$ cat src/rtl/mfd_pkg.sv
// ----------------------------------------------------------------------------
// mfd_pkg: shared types and constants for the marker frame deframer
// Marker patterns, matcher step functions, result codes, queue entry type.
// ----------------------------------------------------------------------------
`default_nettype none

package mfd_pkg;

   localparam int TAG_DIGITS_DEFAULT = 20;
   localparam int HOLD_DEPTH         = 6;
   localparam int START_LEN          = 9;
   localparam int END_LEN            = 7;

   localparam int START_PROG_W = 4;
   localparam int END_PROG_W   = 3;
   localparam int FILL_W       = 3;
   localparam int FRAME_W      = 16;
   localparam int TAG_W        = 64;

   localparam logic [FRAME_W-1:0] MAX_FRAME_RESET = 16'd4096;
   localparam logic [FRAME_W-1:0] COUNT_MAX       = 16'hFFFF;

   localparam logic [8*START_LEN-1:0] START_PAT = "@$Start$@";
   localparam logic [8*END_LEN-1:0]   END_PAT   = "$@End@$";

   // result kinds, also used as the queue op code
   localparam logic [1:0] KIND_DATA  = 2'd0;
   localparam logic [1:0] KIND_DONE  = 2'd1;
   localparam logic [1:0] KIND_ABORT = 2'd2;

   localparam int QUEUE_DEPTH = 4;
   localparam int QPTR_W      = 2;

   typedef struct packed {
      logic [1:0]         kind;
      logic [7:0]         data;
      logic [TAG_W-1:0]   tag;
      logic [FRAME_W-1:0] len;
   } cmd_type;

   // Matcher steps. Neither marker has a proper border that can be reached
   // before a full match, so on a mismatch the only fallback is a fresh
   // first byte.
   function automatic logic [START_PROG_W-1:0] start_next(
      input logic [START_PROG_W-1:0] k,
      input logic [7:0]              c);
      logic [7:0] pat_b;
      logic       in_range;
      pat_b    = 8'h00;
      in_range = 1'b0;
      for (int i = 0; i < START_LEN; i++) begin
         if (k == START_PROG_W'(i)) begin
            pat_b    = START_PAT[8*(START_LEN-1-i) +: 8];
            in_range = 1'b1;
         end
      end
      if (in_range && pat_b == c)
         return k + 1'b1;
      else if (c == START_PAT[8*START_LEN-1 -: 8])
         return START_PROG_W'(1);
      else
         return '0;
   endfunction

   function automatic logic [END_PROG_W-1:0] end_next(
      input logic [END_PROG_W-1:0] k,
      input logic [7:0]            c);
      logic [7:0] pat_b;
      logic       in_range;
      pat_b    = 8'h00;
      in_range = 1'b0;
      for (int i = 0; i < END_LEN; i++) begin
         if (k == END_PROG_W'(i)) begin
            pat_b    = END_PAT[8*(END_LEN-1-i) +: 8];
            in_range = 1'b1;
         end
      end
      if (in_range && pat_b == c)
         return k + 1'b1;
      else if (c == END_PAT[8*END_LEN-1 -: 8])
         return END_PROG_W'(1);
      else
         return '0;
   endfunction

endpackage

`default_nettype wire

$ cat src/rtl/mfd_front.sv
// ----------------------------------------------------------------------------
// mfd_front: byte classifier
// Runs both marker matchers, frame phase, tag decode and counters; issues
// one queue command per payload byte, frame completion or abandon.
// ----------------------------------------------------------------------------
`default_nettype none

module mfd_front #(
   parameter int TAG_DIGITS = mfd_pkg::TAG_DIGITS_DEFAULT
) (
   input  wire logic                         clock,
   input  wire logic                         reset,
   input  wire logic                         req_valid,
   output logic                              req_ready,
   input  wire logic [7:0]                   req_rx_byte,
   input  wire logic [mfd_pkg::FRAME_W-1:0]  max_frame,
   input  wire logic                         q_full,
   output logic                              q_push,
   output mfd_pkg::cmd_type                  q_cmd
);

   localparam int DCNT_W = (TAG_DIGITS < 2) ? 1 : $clog2(TAG_DIGITS + 1);
   localparam logic [DCNT_W-1:0] DIGITS_LAST = DCNT_W'(TAG_DIGITS);

   localparam logic [1:0] PH_HUNT    = 2'd0;
   localparam logic [1:0] PH_TAG     = 2'd1;
   localparam logic [1:0] PH_PAYLOAD = 2'd2;

   logic [1:0]                         phase_ff, phase_in;
   logic [mfd_pkg::START_PROG_W-1:0]   sprog_ff, sprog_in;
   logic [mfd_pkg::END_PROG_W-1:0]     eprog_ff, eprog_in;
   logic [DCNT_W-1:0]                  dcnt_ff, dcnt_in;
   logic                               stopped_ff, stopped_in;
   logic [mfd_pkg::TAG_W-1:0]          tag_ff, tag_in;
   logic [mfd_pkg::FILL_W-1:0]         fill_ff, fill_in;
   logic [mfd_pkg::FRAME_W-1:0]        frame_ff, frame_in;
   logic [mfd_pkg::FRAME_W-1:0]        pcount_ff, pcount_in;

   logic                               accept;
   logic [mfd_pkg::END_PROG_W-1:0]     e_next;
   logic [mfd_pkg::START_PROG_W-1:0]   s_next;
   logic                               end_hit;
   logic                               is_digit;

   assign req_ready = !q_full;
   assign accept    = req_valid && !q_full;
   assign e_next    = mfd_pkg::end_next(eprog_ff, req_rx_byte);
   assign s_next    = mfd_pkg::start_next(sprog_ff, req_rx_byte);
   assign end_hit   = (e_next == mfd_pkg::END_PROG_W'(mfd_pkg::END_LEN));
   assign is_digit  = (req_rx_byte >= 8'h30) && (req_rx_byte <= 8'h39);

   always_comb begin
      phase_in   = phase_ff;
      sprog_in   = sprog_ff;
      eprog_in   = eprog_ff;
      dcnt_in    = dcnt_ff;
      stopped_in = stopped_ff;
      tag_in     = tag_ff;
      fill_in    = fill_ff;
      frame_in   = frame_ff;
      pcount_in  = pcount_ff;
      q_push     = 1'b0;
      q_cmd      = '0;

      if (accept) begin
         eprog_in = end_hit ? '0 : e_next;
         if (phase_ff == PH_TAG || phase_ff == PH_PAYLOAD) begin
            frame_in = (frame_ff == mfd_pkg::COUNT_MAX) ? frame_ff : frame_ff + 1'b1;
            if (end_hit || frame_in >= max_frame) begin
               q_push   = 1'b1;
               phase_in = PH_HUNT;
               sprog_in = '0;
               fill_in  = '0;
               if (end_hit && phase_ff == PH_PAYLOAD &&
                   fill_ff >= mfd_pkg::FILL_W'(mfd_pkg::HOLD_DEPTH)) begin
                  q_cmd.kind = mfd_pkg::KIND_DONE;
                  q_cmd.tag  = tag_ff;
                  q_cmd.len  = pcount_ff;
               end else begin
                  q_cmd.kind = mfd_pkg::KIND_ABORT;
               end
            end else if (phase_ff == PH_TAG) begin
               if (!stopped_ff && is_digit)
                  tag_in = {tag_ff[mfd_pkg::TAG_W-4:0], 3'b000}
                         + {tag_ff[mfd_pkg::TAG_W-2:0], 1'b0}
                         + {{(mfd_pkg::TAG_W-4){1'b0}}, req_rx_byte[3:0]};
               else
                  stopped_in = 1'b1;
               dcnt_in = dcnt_ff + 1'b1;
               if (dcnt_in >= DIGITS_LAST) begin
                  phase_in  = PH_PAYLOAD;
                  fill_in   = '0;
                  pcount_in = '0;
               end
            end else begin
               q_push     = 1'b1;
               q_cmd.kind = mfd_pkg::KIND_DATA;
               q_cmd.data = req_rx_byte;
               if (fill_ff >= mfd_pkg::FILL_W'(mfd_pkg::HOLD_DEPTH)) begin
                  if (pcount_ff != mfd_pkg::COUNT_MAX)
                     pcount_in = pcount_ff + 1'b1;
               end else begin
                  fill_in = fill_ff + 1'b1;
               end
            end
         end else begin
            // hunting; the unused phase code lands here too
            phase_in = PH_HUNT;
            if (end_hit) begin
               sprog_in = '0;
            end else if (s_next == mfd_pkg::START_PROG_W'(mfd_pkg::START_LEN)) begin
               sprog_in   = '0;
               phase_in   = PH_TAG;
               dcnt_in    = '0;
               stopped_in = 1'b0;
               tag_in     = '0;
               fill_in    = '0;
               pcount_in  = '0;
               frame_in   = mfd_pkg::FRAME_W'(mfd_pkg::START_LEN);
               if (mfd_pkg::FRAME_W'(mfd_pkg::START_LEN) >= max_frame) begin
                  phase_in   = PH_HUNT;
                  q_push     = 1'b1;
                  q_cmd.kind = mfd_pkg::KIND_ABORT;
               end
            end else begin
               sprog_in = s_next;
            end
         end
      end
   end

   always_ff @(posedge clock) begin
      if (reset) begin
         phase_ff   <= PH_HUNT;
         sprog_ff   <= '0;
         eprog_ff   <= '0;
         dcnt_ff    <= '0;
         stopped_ff <= 1'b0;
         tag_ff     <= '0;
         fill_ff    <= '0;
         frame_ff   <= '0;
         pcount_ff  <= '0;
      end else begin
         phase_ff   <= phase_in;
         sprog_ff   <= sprog_in;
         eprog_ff   <= eprog_in;
         dcnt_ff    <= dcnt_in;
         stopped_ff <= stopped_in;
         tag_ff     <= tag_in;
         fill_ff    <= fill_in;
         frame_ff   <= frame_in;
         pcount_ff  <= pcount_in;
      end
   end

endmodule

`default_nettype wire

$ cat src/rtl/mfd_fifo.sv
// ----------------------------------------------------------------------------
// mfd_fifo: command queue between classifier and output stage
// Small register-based FIFO of cmd_type entries.
// ----------------------------------------------------------------------------
`default_nettype none

module mfd_fifo (
   input  wire logic             clock,
   input  wire logic             reset,
   input  wire logic             push,
   input  wire mfd_pkg::cmd_type wr_cmd,
   output logic                  full,
   input  wire logic             pop,
   output mfd_pkg::cmd_type      rd_cmd,
   output logic                  empty
);

   mfd_pkg::cmd_type              mem_ff [mfd_pkg::QUEUE_DEPTH];
   logic [mfd_pkg::QPTR_W-1:0]    wr_ptr_ff, rd_ptr_ff;
   logic [mfd_pkg::QPTR_W:0]      count_ff, count_in;

   assign full   = (count_ff == (mfd_pkg::QPTR_W+1)'(mfd_pkg::QUEUE_DEPTH));
   assign empty  = (count_ff == '0);
   assign rd_cmd = mem_ff[rd_ptr_ff];

   always_comb begin
      count_in = count_ff;
      if (push && !pop)
         count_in = count_ff + 1'b1;
      else if (pop && !push)
         count_in = count_ff - 1'b1;
   end

   always_ff @(posedge clock) begin
      if (push)
         mem_ff[wr_ptr_ff] <= wr_cmd;
   end

   always_ff @(posedge clock) begin
      if (reset) begin
         wr_ptr_ff <= '0;
         rd_ptr_ff <= '0;
         count_ff  <= '0;
      end else begin
         if (push)
            wr_ptr_ff <= wr_ptr_ff + 1'b1;
         if (pop)
            rd_ptr_ff <= rd_ptr_ff + 1'b1;
         count_ff <= count_in;
      end
   end

endmodule

`default_nettype wire

$ cat src/rtl/mfd_back.sv
// ----------------------------------------------------------------------------
// mfd_back: hold-back line and result register
// Executes queued commands: delays payload bytes by the hold-back depth and
// drives the result channel through a registered output stage.
// ----------------------------------------------------------------------------
`default_nettype none

module mfd_back (
   input  wire logic                          clock,
   input  wire logic                          reset,
   input  wire logic                          q_empty,
   input  wire mfd_pkg::cmd_type              q_cmd,
   output logic                               q_pop,
   output logic                               rsp_valid,
   input  wire logic                          rsp_ready,
   output logic [1:0]                         rsp_kind,
   output logic [7:0]                         rsp_data_byte,
   output logic [mfd_pkg::TAG_W-1:0]          rsp_tag_value,
   output logic [mfd_pkg::FRAME_W-1:0]        rsp_payload_len
);

   logic [7:0]                    hb_ff [mfd_pkg::HOLD_DEPTH];
   logic [7:0]                    hb_in [mfd_pkg::HOLD_DEPTH];
   logic [mfd_pkg::FILL_W-1:0]    fill_ff, fill_in;
   logic                          valid_ff, valid_in;
   logic [1:0]                    kind_ff, kind_in;
   logic [7:0]                    data_ff, data_in;
   logic [mfd_pkg::TAG_W-1:0]     tag_ff, tag_in;
   logic [mfd_pkg::FRAME_W-1:0]   len_ff, len_in;

   assign q_pop           = !q_empty && (!valid_ff || rsp_ready);
   assign rsp_valid       = valid_ff;
   assign rsp_kind        = kind_ff;
   assign rsp_data_byte   = data_ff;
   assign rsp_tag_value   = tag_ff;
   assign rsp_payload_len = len_ff;

   always_comb begin
      hb_in    = hb_ff;
      fill_in  = fill_ff;
      valid_in = valid_ff && !rsp_ready;
      kind_in  = kind_ff;
      data_in  = data_ff;
      tag_in   = tag_ff;
      len_in   = len_ff;
      if (q_pop) begin
         unique case (q_cmd.kind)
            mfd_pkg::KIND_DATA: begin
               if (fill_ff >= mfd_pkg::FILL_W'(mfd_pkg::HOLD_DEPTH)) begin
                  valid_in = 1'b1;
                  kind_in  = mfd_pkg::KIND_DATA;
                  data_in  = hb_ff[0];
                  tag_in   = '0;
                  len_in   = '0;
                  for (int i = 0; i < mfd_pkg::HOLD_DEPTH - 1; i++)
                     hb_in[i] = hb_ff[i+1];
                  hb_in[mfd_pkg::HOLD_DEPTH-1] = q_cmd.data;
               end else begin
                  hb_in[fill_ff] = q_cmd.data;
                  fill_in        = fill_ff + 1'b1;
               end
            end
            mfd_pkg::KIND_DONE, mfd_pkg::KIND_ABORT: begin
               valid_in = 1'b1;
               kind_in  = q_cmd.kind;
               data_in  = q_cmd.data;
               tag_in   = q_cmd.tag;
               len_in   = q_cmd.len;
               fill_in  = '0;
            end
            default: begin
            end
         endcase
      end
   end

   always_ff @(posedge clock) begin
      hb_ff   <= hb_in;
      kind_ff <= kind_in;
      data_ff <= data_in;
      tag_ff  <= tag_in;
      len_ff  <= len_in;
   end

   always_ff @(posedge clock) begin
      if (reset) begin
         fill_ff  <= '0;
         valid_ff <= 1'b0;
      end else begin
         fill_ff  <= fill_in;
         valid_ff <= valid_in;
      end
   end

endmodule

`default_nettype wire

$ cat src/rtl/marker_frame_deframer.sv
// ----------------------------------------------------------------------------
// marker_frame_deframer: start/end marker frame extractor
// Usage:
//   req_* carries one received byte per transaction. rsp_* carries results:
//   kind 0 is a payload byte, 1 a completed frame (tag and payload length),
//   2 an abandoned frame. Not every byte yields a result.
//   csr_* writes max_frame (frame limit in bytes); write it only while idle.
// Throughput: one byte per cycle while the queue is not full; the output
//   stage retires one queued command per cycle while the result register is
//   free or rsp_ready is high. Path: a result is written to the queue at the
//   edge that accepts the byte causing it, then moves into the output
//   register. Payload bytes are held back until six further bytes arrive,
//   so end-marker bytes are never delivered.
// Reset: synchronous; returns to start hunting, empties the queue, sets
//   max_frame to 4096. No clearing pass.
// Stall: when rsp_ready is low the result register holds; the four-entry
//   queue absorbs further commands and req_ready drops once it is full.
// ----------------------------------------------------------------------------
`default_nettype none

module marker_frame_deframer #(
   parameter int TAG_DIGITS = mfd_pkg::TAG_DIGITS_DEFAULT
) (
   input  wire logic                          clock,
   input  wire logic                          reset,
   input  wire logic                          req_valid,
   output logic                               req_ready,
   input  wire logic [7:0]                    req_rx_byte,
   output logic                               rsp_valid,
   input  wire logic                          rsp_ready,
   output logic [1:0]                         rsp_kind,
   output logic [7:0]                         rsp_data_byte,
   output logic [mfd_pkg::TAG_W-1:0]          rsp_tag_value,
   output logic [mfd_pkg::FRAME_W-1:0]        rsp_payload_len,
   input  wire logic                          csr_valid,
   output logic                               csr_ready,
   input  wire logic [mfd_pkg::FRAME_W-1:0]   csr_max_frame
);

   logic [mfd_pkg::FRAME_W-1:0]   max_frame_ff;
   logic                          q_full, q_empty, q_push, q_pop;
   mfd_pkg::cmd_type              push_cmd, pop_cmd;

   assign csr_ready = 1'b1;

   always_ff @(posedge clock) begin
      if (reset)
         max_frame_ff <= mfd_pkg::MAX_FRAME_RESET;
      else if (csr_valid)
         max_frame_ff <= csr_max_frame;
   end

   mfd_front #(
      .TAG_DIGITS (TAG_DIGITS)
   ) u_front (
      .clock       (clock),
      .reset       (reset),
      .req_valid   (req_valid),
      .req_ready   (req_ready),
      .req_rx_byte (req_rx_byte),
      .max_frame   (max_frame_ff),
      .q_full      (q_full),
      .q_push      (q_push),
      .q_cmd       (push_cmd)
   );

   mfd_fifo u_fifo (
      .clock  (clock),
      .reset  (reset),
      .push   (q_push),
      .wr_cmd (push_cmd),
      .full   (q_full),
      .pop    (q_pop),
      .rd_cmd (pop_cmd),
      .empty  (q_empty)
   );

   mfd_back u_back (
      .clock           (clock),
      .reset           (reset),
      .q_empty         (q_empty),
      .q_cmd           (pop_cmd),
      .q_pop           (q_pop),
      .rsp_valid       (rsp_valid),
      .rsp_ready       (rsp_ready),
      .rsp_kind        (rsp_kind),
      .rsp_data_byte   (rsp_data_byte),
      .rsp_tag_value   (rsp_tag_value),
      .rsp_payload_len (rsp_payload_len)
   );

endmodule

`default_nettype wire

$ cat config.mk
export PLATFORM = sky130hd
export DESIGN_NAME = marker_frame_deframer
export DESIGN_NICKNAME = d
export VERILOG_FILES = /design/src/rtl/mfd_pkg.sv /design/src/rtl/mfd_front.sv /design/src/rtl/mfd_fifo.sv /design/src/rtl/mfd_back.sv /design/src/rtl/marker_frame_deframer.sv
export SDC_FILE = /design/constraint.sdc
export NUM_CORES = 1
export LEC_CHECK = 0
export ABC_AREA = 0
export BUFFER_PORTS_ARGS = -buffer_cell sky130_fd_sc_hd__buf_2
export CAP_MARGIN = 10
export CORE_MARGIN = 4
export CORE_UTILIZATION = 54
export CTS_BUF_LIST = sky130_fd_sc_hd__clkbuf_8
export CTS_CLUSTER_SIZE = 20
export DETAILED_ROUTE_END_ITERATION = 10
export GPL_TIMING_DRIVEN = 0
export PLACE_DENSITY = 0.82
export SYNTH_ARGS = -nofsm -noshare
export SYNTH_HDL_FRONTEND = slang
export SYNTH_HIERARCHICAL = 1
export SYNTH_SLANG_ARGS = --single-unit
$ cat constraint.sdc
create_clock -name clock -period 10.9 [get_ports clock]
set_clock_uncertainty 0.15 [all_clocks]
set_input_delay 1.09 -clock clock [delete_from_list [all_inputs] [get_ports clock]]
set_output_delay 1.09 -clock clock [all_outputs]
set_load 0.01 [all_outputs]
# Word level (Yosys, flattened, before mapping)
# Memory sizes are Yosys's and may differ from the RTL's. A register that Yosys moved wholly into a read port is not among the register bits.
# Cells that the tools add are included.
[totals]
inputBits = 29
output_inout_bits = 93
ram_bits = 360
reg_bits = 279
mem_count = 1
word_cells = 258
[mem_list]
columns = ["memory", "words", "word_bits", "read_ports", "rd_ports_with_merged_regs", "write_ports", "line", "rtl"]
rows = [
  ["u_fifo.mem_ff", 4, 90, 1, 1, 1, "mfd_fifo.sv:18", "mfd_pkg::cmd_type mem_ff [mfd_pkg::QUEUE_DEPTH];"],
]
[op_classes]
n_mux = 126
add_sub_neg = 13
reduce_logical = 41
n_eq_ne = 42
n_lt_le_gt_ge = 9
bitwise = 1
[ops]
columns = ["operator", "n"]
rows = [
  ["64-bit two-way mux", 7],
  ["16-bit two-way mux", 13],
  ["80-bit two-way mux", 2],
  ["64-bit one-hot mux with 2 select lines", 1],
  ["7-bit two-way mux", 15],
  ["90-bit two-way mux", 1],
  ["88-bit two-way mux", 1],
  ["64-bit by 4-bit adder with 64-bit output", 1],
  ["64-bit adder", 1],
  ["48-bit bitwise mux", 1],
  ["48-bit two-way mux", 1],
  ["1-bit two-way mux", 36],
  ["3-bit two-way mux", 12],
  ["16-bit by 1-bit adder with 16-bit output (second input constant)", 2],
  ["8-bit two-way mux", 4],
  ["16-bit one-hot mux with 2 select lines", 1],
  ["2-bit two-way mux", 15],
  ["5-bit two-way mux", 5],
  ["8-bit demux with 3-bit select", 1],
  ["4-bit two-way mux", 5],
  ["16-bit == test (second input constant)", 1],
  ["4-bit by 3-bit == test with 1-bit output (second input constant)", 4],
  ["7-bit by 8-bit == test with 1-bit output", 2],
  ["16-bit >= comparator", 1],
  ["other kinds (48)", 99],
]

# Logic depth before layout (Yosys ltp)
# Gate-level depths: netlist (run 1).
[logic_depth]
word_depth = 22
depth_mapped = 22
depth_no_buf = 21

# By module
# The synthesis (run 1) kept the hierarchy.
[modules_own_cells]
columns = ["module", "cells_each", "n_inst", "seq_area_each_um2", "area_per_inst_um2"]
rows = [
  ["mfd_fifo", 514, 1, 10990.5, 13506.7],
  ["mfd_front", 1432, 1, 2282.2, 10991.8],
  ["mfd_back", 404, 1, 4224.1, 5855.6],
  ["marker_frame_deframer", 54, 1, 320.3, 593.1],
]

# Worst setup path before layout (run 1)
# OpenSTA, ideal clock, no wires.
[synth_timing]
path_kind = "register -> register"
startpoint = "register u_front/frame_ff[3] (netlist name)"
endpoint = "memory u_fifo/mem_ff[0][0] (netlist name), enable pin"
path_stages_with_launch = 15
path_buffers = 1
t_arrival_ns = 5.776
slack_ns = 4.515
period_less_slack_ns = 6.385
required_ns = 10.292
setup_time_ns = 0.458
path_cell_list = "dfxtp_1 > clkbuf_1 > nand4_1 > nor3_1 > nand4_1 > nor2_1 > mux2_2 > ha_1 > a21o_1 > a21oi_1 > o21a_1 > o31ai_1 > nor2_1 > a311oi_1 > and2_1"
[synth_via]
elab_chain_cells = 9
elab_cells_between_ends = 10
cone_classes = "add/sub: 1; order compare: 1; eq/ne: 1; mux: 6; reduce/logical: 1"
[synth_rtl]
columns = ["item", "line", "rtl"]
rows = [
  ["start, declared", "mfd_front.sv:36", "logic [mfd_pkg::FRAME_W-1:0] frame_ff, frame_in;"],
  ["start signal, assigned", "mfd_front.sv:151", "frame_ff <= frame_in;"],
  ["16-bit by 1-bit adder with 16-bit output or 16-bit == test (tied branches)", "mfd_front.sv:68", "frame_in = (frame_ff == mfd_pkg::COUNT_MAX) ? frame_ff : frame_ff + 1'b1;"],
  ["16-bit two-way mux *", "mfd_front.sv:68", ""],
  ["16-bit >= comparator *", "mfd_front.sv:69", "if (end_hit || frame_in >= max_frame) begin"],
  ["1-bit logical OR *", "mfd_front.sv:69", ""],
  ["1-bit two-way mux *", "mfd_front.sv:69", ""],
  ["1-bit two-way mux *", "mfd_front.sv:67", "if (phase_ff == PH_TAG || phase_ff == PH_PAYLOAD) begin"],
  ["1-bit two-way mux *", "mfd_front.sv:65", "if (accept) begin"],
  ["via q_push", "marker_frame_deframer.sv:41", "logic q_full, q_empty, q_push, q_pop;"],
  ["1-bit two-way mux *", "mfd_fifo.sv:35", "if (push)"],
  ["1-bit two-way mux (implied by the code) *", "mfd_fifo.sv:36", "mem_ff[wr_ptr_ff] <= wr_cmd;"],
  ["end, declared", "mfd_fifo.sv:18", ""],
]
# The timed path passes the listed nets; every way through them passes the cells marked *.

# Worst setup path after layout (run 1)
[layout_timing]
startpoint = "register u_front/frame_ff[3] (netlist name)"
endpoint = "memory u_fifo/mem_ff[0][52] (netlist name), enable pin"
# Same word-level chain as after synthesis.

==> metrics.md, run 1 <==
| Metric | Value |
|---|---|
| Status | completed |
| WP data arrival | 6890 ps |
| Setup bufs post-CTS | 0 |
| Critical path peak fanout | 50 |
| Sw power | 1.85 mW |
| CP max stage delay | 920 ps |
| Combinational Power Share | 24.7% |
| Port Buffers | 118 |
| RSZ-0062 raised after global routing | false |
| Tightest Hold Check Type | reg2reg |
| Clock buffer depth | 3 |
| Fin util | 61.0% |
| Core area | 56,600 um2 |
| Htree depth | 3 |
| Largest net degree at the start of global routing | 51 |
| CTS buffer count | 96 |
| Met1 global-route usage | 30.4% |
| Post-CTS Resized | 0 |
| Reg2reg path depth | 16 |
| Syn Std Cell Area | 30,900 um2 |
| Pwr Density | 187 nW/um2 |
| Drt via density | 5.94 |
| Critical path launch point type | flop |
| Worst VDD drop | 145 uV |
| Share of the synthesized area in the top cell type | 48.3% |
| Sequential Power Share | 46.4% |
| Syn-to-layout area delta | 11.6% |
| WP buf/inv | 2 |
| GP Congestion | 0.901 |
| Setup-failing EPs final | 0 |
| Power Internal | 4.60 mW |
| Highest-delay cell along the critical path | a311oi_1 |
| CP cell instances | clkbuf_1 > nand4_1 > nor3_1 > nand4_1 > o21ai_0 > nor2_1 > nand3_1 > xnor2_1 > ha_1 > and3_1 > nand3_1 > o31ai_1 > nor2_1 > a311oi_1 > and2_4 > buf_16 |
| Layout cell share with drive strength beyond 1 | 16.2% |
| GR peak layer | met2 |
| CTS tree | done |
| Clk pwr share | 28.9% |
| Async set-or-reset flop fraction in the synthesized netlist | 0% |
| Min Tclk post-route | 6690 ps |
| Most common cell after layout, fill and taps aside | edfxtp_1 |
| Total routed wirelength | 68.3 mm |
| Sequential element share of the synthesized area | 57.6% |
| Drt pass-1 iters | 5 |
| Worst Setup Path Type | reg2reg |
| Clock Latency Late Sink | 720 ps |
| Initial antenna violation count | 1 |
| Die W | 247 um |
| Sw frac | 28.7% |
| Die Y-Extent | 247 um |
| Leak | 13.1 nW |
| Final hold vios | 0 |
| Clock Pin Slew Worst Setup and Hold Paths | 70 ps |
| Pins over their slew limit | 0 |
| HPWL after DPL | 47.9 mm |
| Final Cycle Share | 61.4% |
| CTS Sinks | 641 |
| Starting Density | 54.7% |
| Vias in the first global route | 20,700 |
| Die area | 61,200 um2 |
| I/O Pins | 122 |
| Actual slew at the worst max-slew pin | 1040 ps |
| Cell taking the most area after synthesis | edfxtp_1 |
| Post-synth EDFFs | 498 |
| Slew HR | 30.2% |
| Critical path depth | 16 |
| Initial DRC count | 1,604 |
| Gr usage total | 22.5% |
| M2 GR Usage | 36.6% |
| DRC violations left | 0 |
| Total power | 6.45 mW |
| M3 GR Usage | 3.84% |
| TNS Setup | 0 ps |
| Clock root buffer | clkbuf_8 |
| Top_reg_cell synth | edfxtp_1 |
| FF+latch count, synth | 641 |
| Via count | 20,600 |
| Max Freq | 149 MHz |
| Antenna Violating Nets Remaining | 0 |
| Syn nets | 2,599 |
| Crit. End Element | flop |
| Number of distinct library cells after synthesis | 87 |
| Max Cap Violations | 0 |
| Crit path max-delay family | simple AND/OR/NAND/NOR gates |
| Routed WL per cell | 19.7 um |
| WHS Path Cells | 2 |
| Mapped Cells | 2,404 |
| Worst path required time | 11,100 ps |
| # hold bufs at CTS | 0 |
| Most frequent cells in the layout | 498 x edfxtp_1, 201 x and2_1, 164 x nor2_1, 163 x ha_1, 149 x buf_2 |
| Top post-synthesis cells by area | edfxtp_1 48%, dfxtp_1 9.3%, ha_1 6.6% |
| # rows | 87 |
| Post-layout nets | 2,823 |
| Synth Area per Inst | 12.9 um2 |
| Yosys Warn Count | 6 |
| Global-route wire length before repair | 110 mm |
| Overflow after GRT | 0 |
[metal layers]
metal	routed length [um]	up-vias	part of all wire, %
met5	0	-	0
met4	2330	0	3.4
met3	4540	163	6.6
met2	32500	762	48
met1	29000	10100	42
li1	-	9600	-
[worst min-delay path: stages (launching register included)]
cell and delay (ps):
dfxtp_1 330, nand2_1 60, a21oi_1 50
[flip-flops by register name, summed over array words and instances, names as in the netlist, 16 cells and up, named ones only]
| register | flops |
|---|---|
| max_frame_ff | 16 |
| u_back/hb_ff | 48 |
| u_back/rsp_payload_len | 16 |
| u_back/rsp_tag_value | 64 |
| u_fifo/mem_ff | 360 |
| u_front/frame_ff | 16 |
| u_front/pcount_ff | 16 |
| u_front/tag_ff | 64 |
[logic make-up (layout without fill, tap and decap cells)]
kind of cell	after synthesis	in the layout	synth area share [%]
other	1	2	0.0121
adder cells (fa/ha/maj)	166	166	6.78
flip-flops	641	641	57.6
multiplexers	126	126	7.76
buffers and inverters	182	487	3.10
AO/OA/AOI/OAI	482	482	10.4
AND/OR/NAND/NOR	742	742	12.6
XOR/XNOR	64	64	1.81
[cells in the mapped netlist, drive strengths merged, types with 9 or more instances]
library cell,instances
a211oi,17
a21o,34
a21oi,121
a22o,13
a22oi,52
a31oi,13
a32o,9
and2,207
and3,13
buf,56
clkbuf,57
dfxtp,143
edfxtp,498
ha,163
inv,68
mux2,12
mux2i,24
mux4,90
nand2,139
nand2b,10
nand3,55
nand4,27
nor2,168
nor2b,20
nor3,35
nor4,10
o211ai,15
o21a,18
o21ai,110
o31ai,15
or3,17
or4,11
xnor2,40
xor2,24
[layout make-up]
type                       instances  area (um2)
clock buffer                     101        1390
tap                              756         946
buffer                           113         699
clock inverter                    78         458
fill                            4313       22100
sequential                       641       17800
inverter                          69         259
timing repair buffer             126         766
antenna                            1        2.50
multi-input combinational       1581       12200
[metrics by stage]
step,instance area [um2],hold slack (ps),cells,worst slack (ps)
after global placement,32500,314,3278,1610
after floorplan,30900,292,2404,4520
after global routing,34500,361,3466,3780
final,34500,337,3466,4210
after detailed placement,32700,320,3286,4410
after CTS,34500,330,3465,4340
[power by group through the flow]
stage               Combinational [mW]  Clock, mW  Sequential, mW
global route                      1.73       2.03            3.01
global placement                  1.54          0            3.09
detailed placement                1.61          0            3.05
CTS                               1.62       1.91            3.00
finish                            1.60       1.86            2.99
floorplan                        0.926          0            3.17
[final timing paths]
kind / from / to / slack, ps
max reg2reg: u_front/frame_ff[3]$_SDFFE_PP0P_ / u_fifo/mem_ff[0][52]$_DFFE_PP_ / 4210
max: u_front/frame_ff[3]$_SDFFE_PP0P_ / u_fifo/mem_ff[0][52]$_DFFE_PP_ / 4210
min reg2reg: u_front/phase_ff[0]$_SDFFE_PP0P_ / u_front/phase_ff[0]$_SDFFE_PP0P_ / 340
min: u_front/phase_ff[0]$_SDFFE_PP0P_ / u_front/phase_ff[0]$_SDFFE_PP0P_ / 340
Note: power is estimated with default switching activity, not from simulation.
==> run 2: changes to the inputs <==
- PLACE_DENSITY: 0.82 -> 0.85
- clock period: 10.9 -> 5.9 ns (I/O delays scaled with it)
==> metrics.md, run 2 (synthesis gave the netlist of run 1 again) <==
| Metric | Value |
|---|---|
| Routed WL per cell | 20.5 um (+4.1%) |
| Worst VDD drop | 212 uV (+47%) |
| Routed wl met3 | 5.12 mm (+13%) |
| RSZ-0062 raised after global routing | false |
| # rows | 87 (unchanged) |
| Hold endpoint | max_frame_ff[0]$_SDFFE_PP0P_ |
| Highest-delay cell along the critical path | or4_1 |
| Actual slew at the worst max-slew pin | 1060 ps (+17.5 ps) |
| Starting Density | 54.7% (unchanged) |
| Reg2reg path depth | 18 (+2) |
| Biggest register | u_fifo/mem_ff |
| CTS buffer count | 97 (+1.0%) |
| Initial antenna violation count | 1 (unchanged) |
| WHS Path Cells | 3 (+1) |
| Crit path max-delay family | simple AND/OR/NAND/NOR gates |
| Most frequent cells in the layout | 498 x edfxtp_1, 201 x and2_1, 163 x ha_1, 162 x nor2_1, 149 x buf_2 |
| Overflow after GRT | 0 (unchanged) |
| Drt via density | 6.03 (+1.6%) |
| Layout cell share with drive strength beyond 1 | 17.1% (+0.92 points) |
| Antenna Violating Nets Remaining | 0 (unchanged) |
| Initial DRC count | 1,839 (+15%) |
| Die area | 61,200 um2 (unchanged) |
| Final hold vios | 0 (unchanged) |
| Met2 wire len | 34.7 mm (+6.8%) |
| GP Congestion | 0.946 (+4.9%) |
| CTS tree | done |
| Clock root buffer | clkbuf_8 |
| WP data arrival | 6040 ps (-850 ps) |
| Crit. Startpoint | u_front/frame_ff[3]$_SDFFE_PP0P_ |
| DRC violations left | 0 (unchanged) |
| Largest net degree at the start of global routing | 43 (-16%) |
| Htree depth | 3 (unchanged) |
| Die Y-Extent | 247 um (unchanged) |
| Post-layout nets | 2,852 (+1.0%) |
| Worst Setup Path Type | reg2reg |
| CP max stage delay | 500 ps (-420 ps) |
| Tightest Hold Check Type | in2reg |
| Max reg flops | 360 (unchanged) |
| WP buf/inv | 2 (unchanged) |
| Metal-1 WL | 29.2 mm (+0.66%) |
| Vias in the first global route | 20,800 (+0.93%) |
| Clock buffer depth | 3 (unchanged) |
| I/O Pins | 122 (unchanged) |
| RR Endpoint | u_front/tag_ff[32]$_SDFFE_PP0P_ |
| Drt pass-1 iters | 7 (+2) |
| Clock Latency Late Sink | 710 ps (about the same) |
| Max Freq | 179 MHz (+20%) |
| Min Tclk post-route | 5570 ps (-1120 ps) |
| Critical path launch point type | flop |
| Core area | 56,600 um2 (unchanged) |
| Critical path peak fanout | 10 (-80%) |
| Worst path required time | 6370 ps (-4730 ps) |
| Most common cell after layout, fill and taps aside | edfxtp_1 |
| Port Buffers | 118 (unchanged) |
| Clock Pin Slew Worst Setup and Hold Paths | 60 ps (about the same) |
| HPWL after DPL | 48.6 mm (+1.4%) |
| Gr usage total | 22.8% (+0.35 points) |
| Pwr Density | 341 nW/um2 (+83%) |
| Total routed wirelength | 71.8 mm (+5.0%) |
| Final Cycle Share | 94.5% (+33 points) |
| Global-route wire length before repair | 111 mm (+1.1%) |
| Setup-failing EPs final | 0 (unchanged) |
| FF-to-FF setup slack | 330 ps (-3880 ps) |
| Leak | 13.2 nW (+0.65%) |
| Max Cap Violations | 0 (unchanged) |
| CP cell instances | clkbuf_1 > nand4_1 > nor3_2 > nand4_1 > o21ai_2 > nor2_1 > nand3_1 > xnor2_1 > ha_1 > and3_1 > a221o_1 > a211oi_1 > o31a_1 > nand4_2 > or2_2 > buf_4 > or4_1 > nand3_1 |
| Die W | 247 um (unchanged) |
| Fin util | 61.7% (+0.74 points) |
| Via count | 21,100 (+2.4%) |
| Slew HR | 28.9% (-1.2 points) |
| Worst R2R Start | u_front/frame_ff[3]$_SDFFE_PP0P_ |
| Syn-to-layout area delta | 12.9% |
| Crit. End Element | flop |
| Pins over their slew limit | 0 (unchanged) |
| CTS Sinks | 641 (unchanged) |
| Status | completed |
| Highest routing layer actually used | met4 |
| Non-Filler Instances | 3,496 (+0.87%) |
| Hold Startpoint | csr_valid |
| Inst Count DP | 3,286 (unchanged) |
==> run 2: worst register-to-register path, stage by stage (launching register included) <==
cell      delay, ps
dfxtp_1         310
clkbuf_1        260
nand4_1         270
nor3_2          320
nand4_1         290
o21ai_2         330
nor2_1          150
nand3_1         160
xnor2_1         160
ha_1            250
and3_1          190
a221o_1         350
a211oi_1        410
o31a_1          340
nand4_2         330
or2_2           450
buf_4           200
or4_1           500
nand3_1         100
==> run 2: what timing repair did <==
| item | CTS | global route |
|---|---|---|
| gates resized for setup | 4 | 10 |
| endpoints found under the setup margin | 371 | 320 |
| gates cloned | 4 | 4 |
| hold buffers | 17 | 0 |
| setup buffers | 2 | 0 |
| endpoints found under the hold margin | 19 | 0 |
| pin swaps | 5 | 0 |
==> run 2: layer usage <==
layer	GRT usage (%)	vias to the layer above
li1	-	9653
met1	29.9	10300
met2	38.3	954
met3	3.65	196
met4	9.29	0
met5	0	-
==> run 2: worst max-delay path by stage <==
stage	end	cells after the start	slack, ps
finish	u_front/tag_ff[32]$_SDFFE_PP0P_	18	330
floorplan	u_fifo/mem_ff[1][0]$_DFFE_PP_	14	470
CTS	u_front/tag_ff[62]$_SDFFE_PP0P_	17	80
global placement	u_fifo/mem_ff[0][41]$_DFFE_PP_	15	-1540
detailed placement	u_fifo/mem_ff[1][43]$_DFFE_PP_	16	-830
global route	u_fifo/count_ff[2]$_SDFFE_PP0P_	21	10
==> run 2: per-stage QoR <==
step / area (um2) / worst slack (ps) / TNS [ps] / total power [mW] / hold slack (ps)
2_1_floorplan: 31000 / 473 / 0 / 7.43 / 292
3_3_place_gp: 32500 / -1540 / -642940 / 8.34 / 311
3_5_place_dp: 32700 / -831 / -221160 / 8.43 / 328
4_1_cts: 34900 / 80.5 / 0 / 12.1 / 16.8
5_1_grt: 34900 / 11.1 / 0 / 12.5 / 72.6
6_report: 34900 / 325 / 0 / 11.9 / 76.9
==> run 2: report_power, final <==
| group | switching (mW) | internal [mW] | total, mW |
|---|---|---|---|
| registers | 0.104 | 5.42 | 5.52 |
| clock network | 1.71 | 1.90 | 3.61 |
| logic | 1.53 | 1.27 | 2.80 |
| total | 3.35 | 8.59 | 11.9 |
==> run 2: cell type report <==
cell class                      instances  area (um2)
Fill cell                            4171       21700
Clock buffer                          110        1510
Multi-Input combinational cell       1589       12300
Buffer                                113         701
Antenna cell                            1        2.50
Inverter                               69         259
Sequential cell                       641       17800
Timing Repair Buffer                  146         955
Tap cell                              756         946
Clock inverter                         71         452
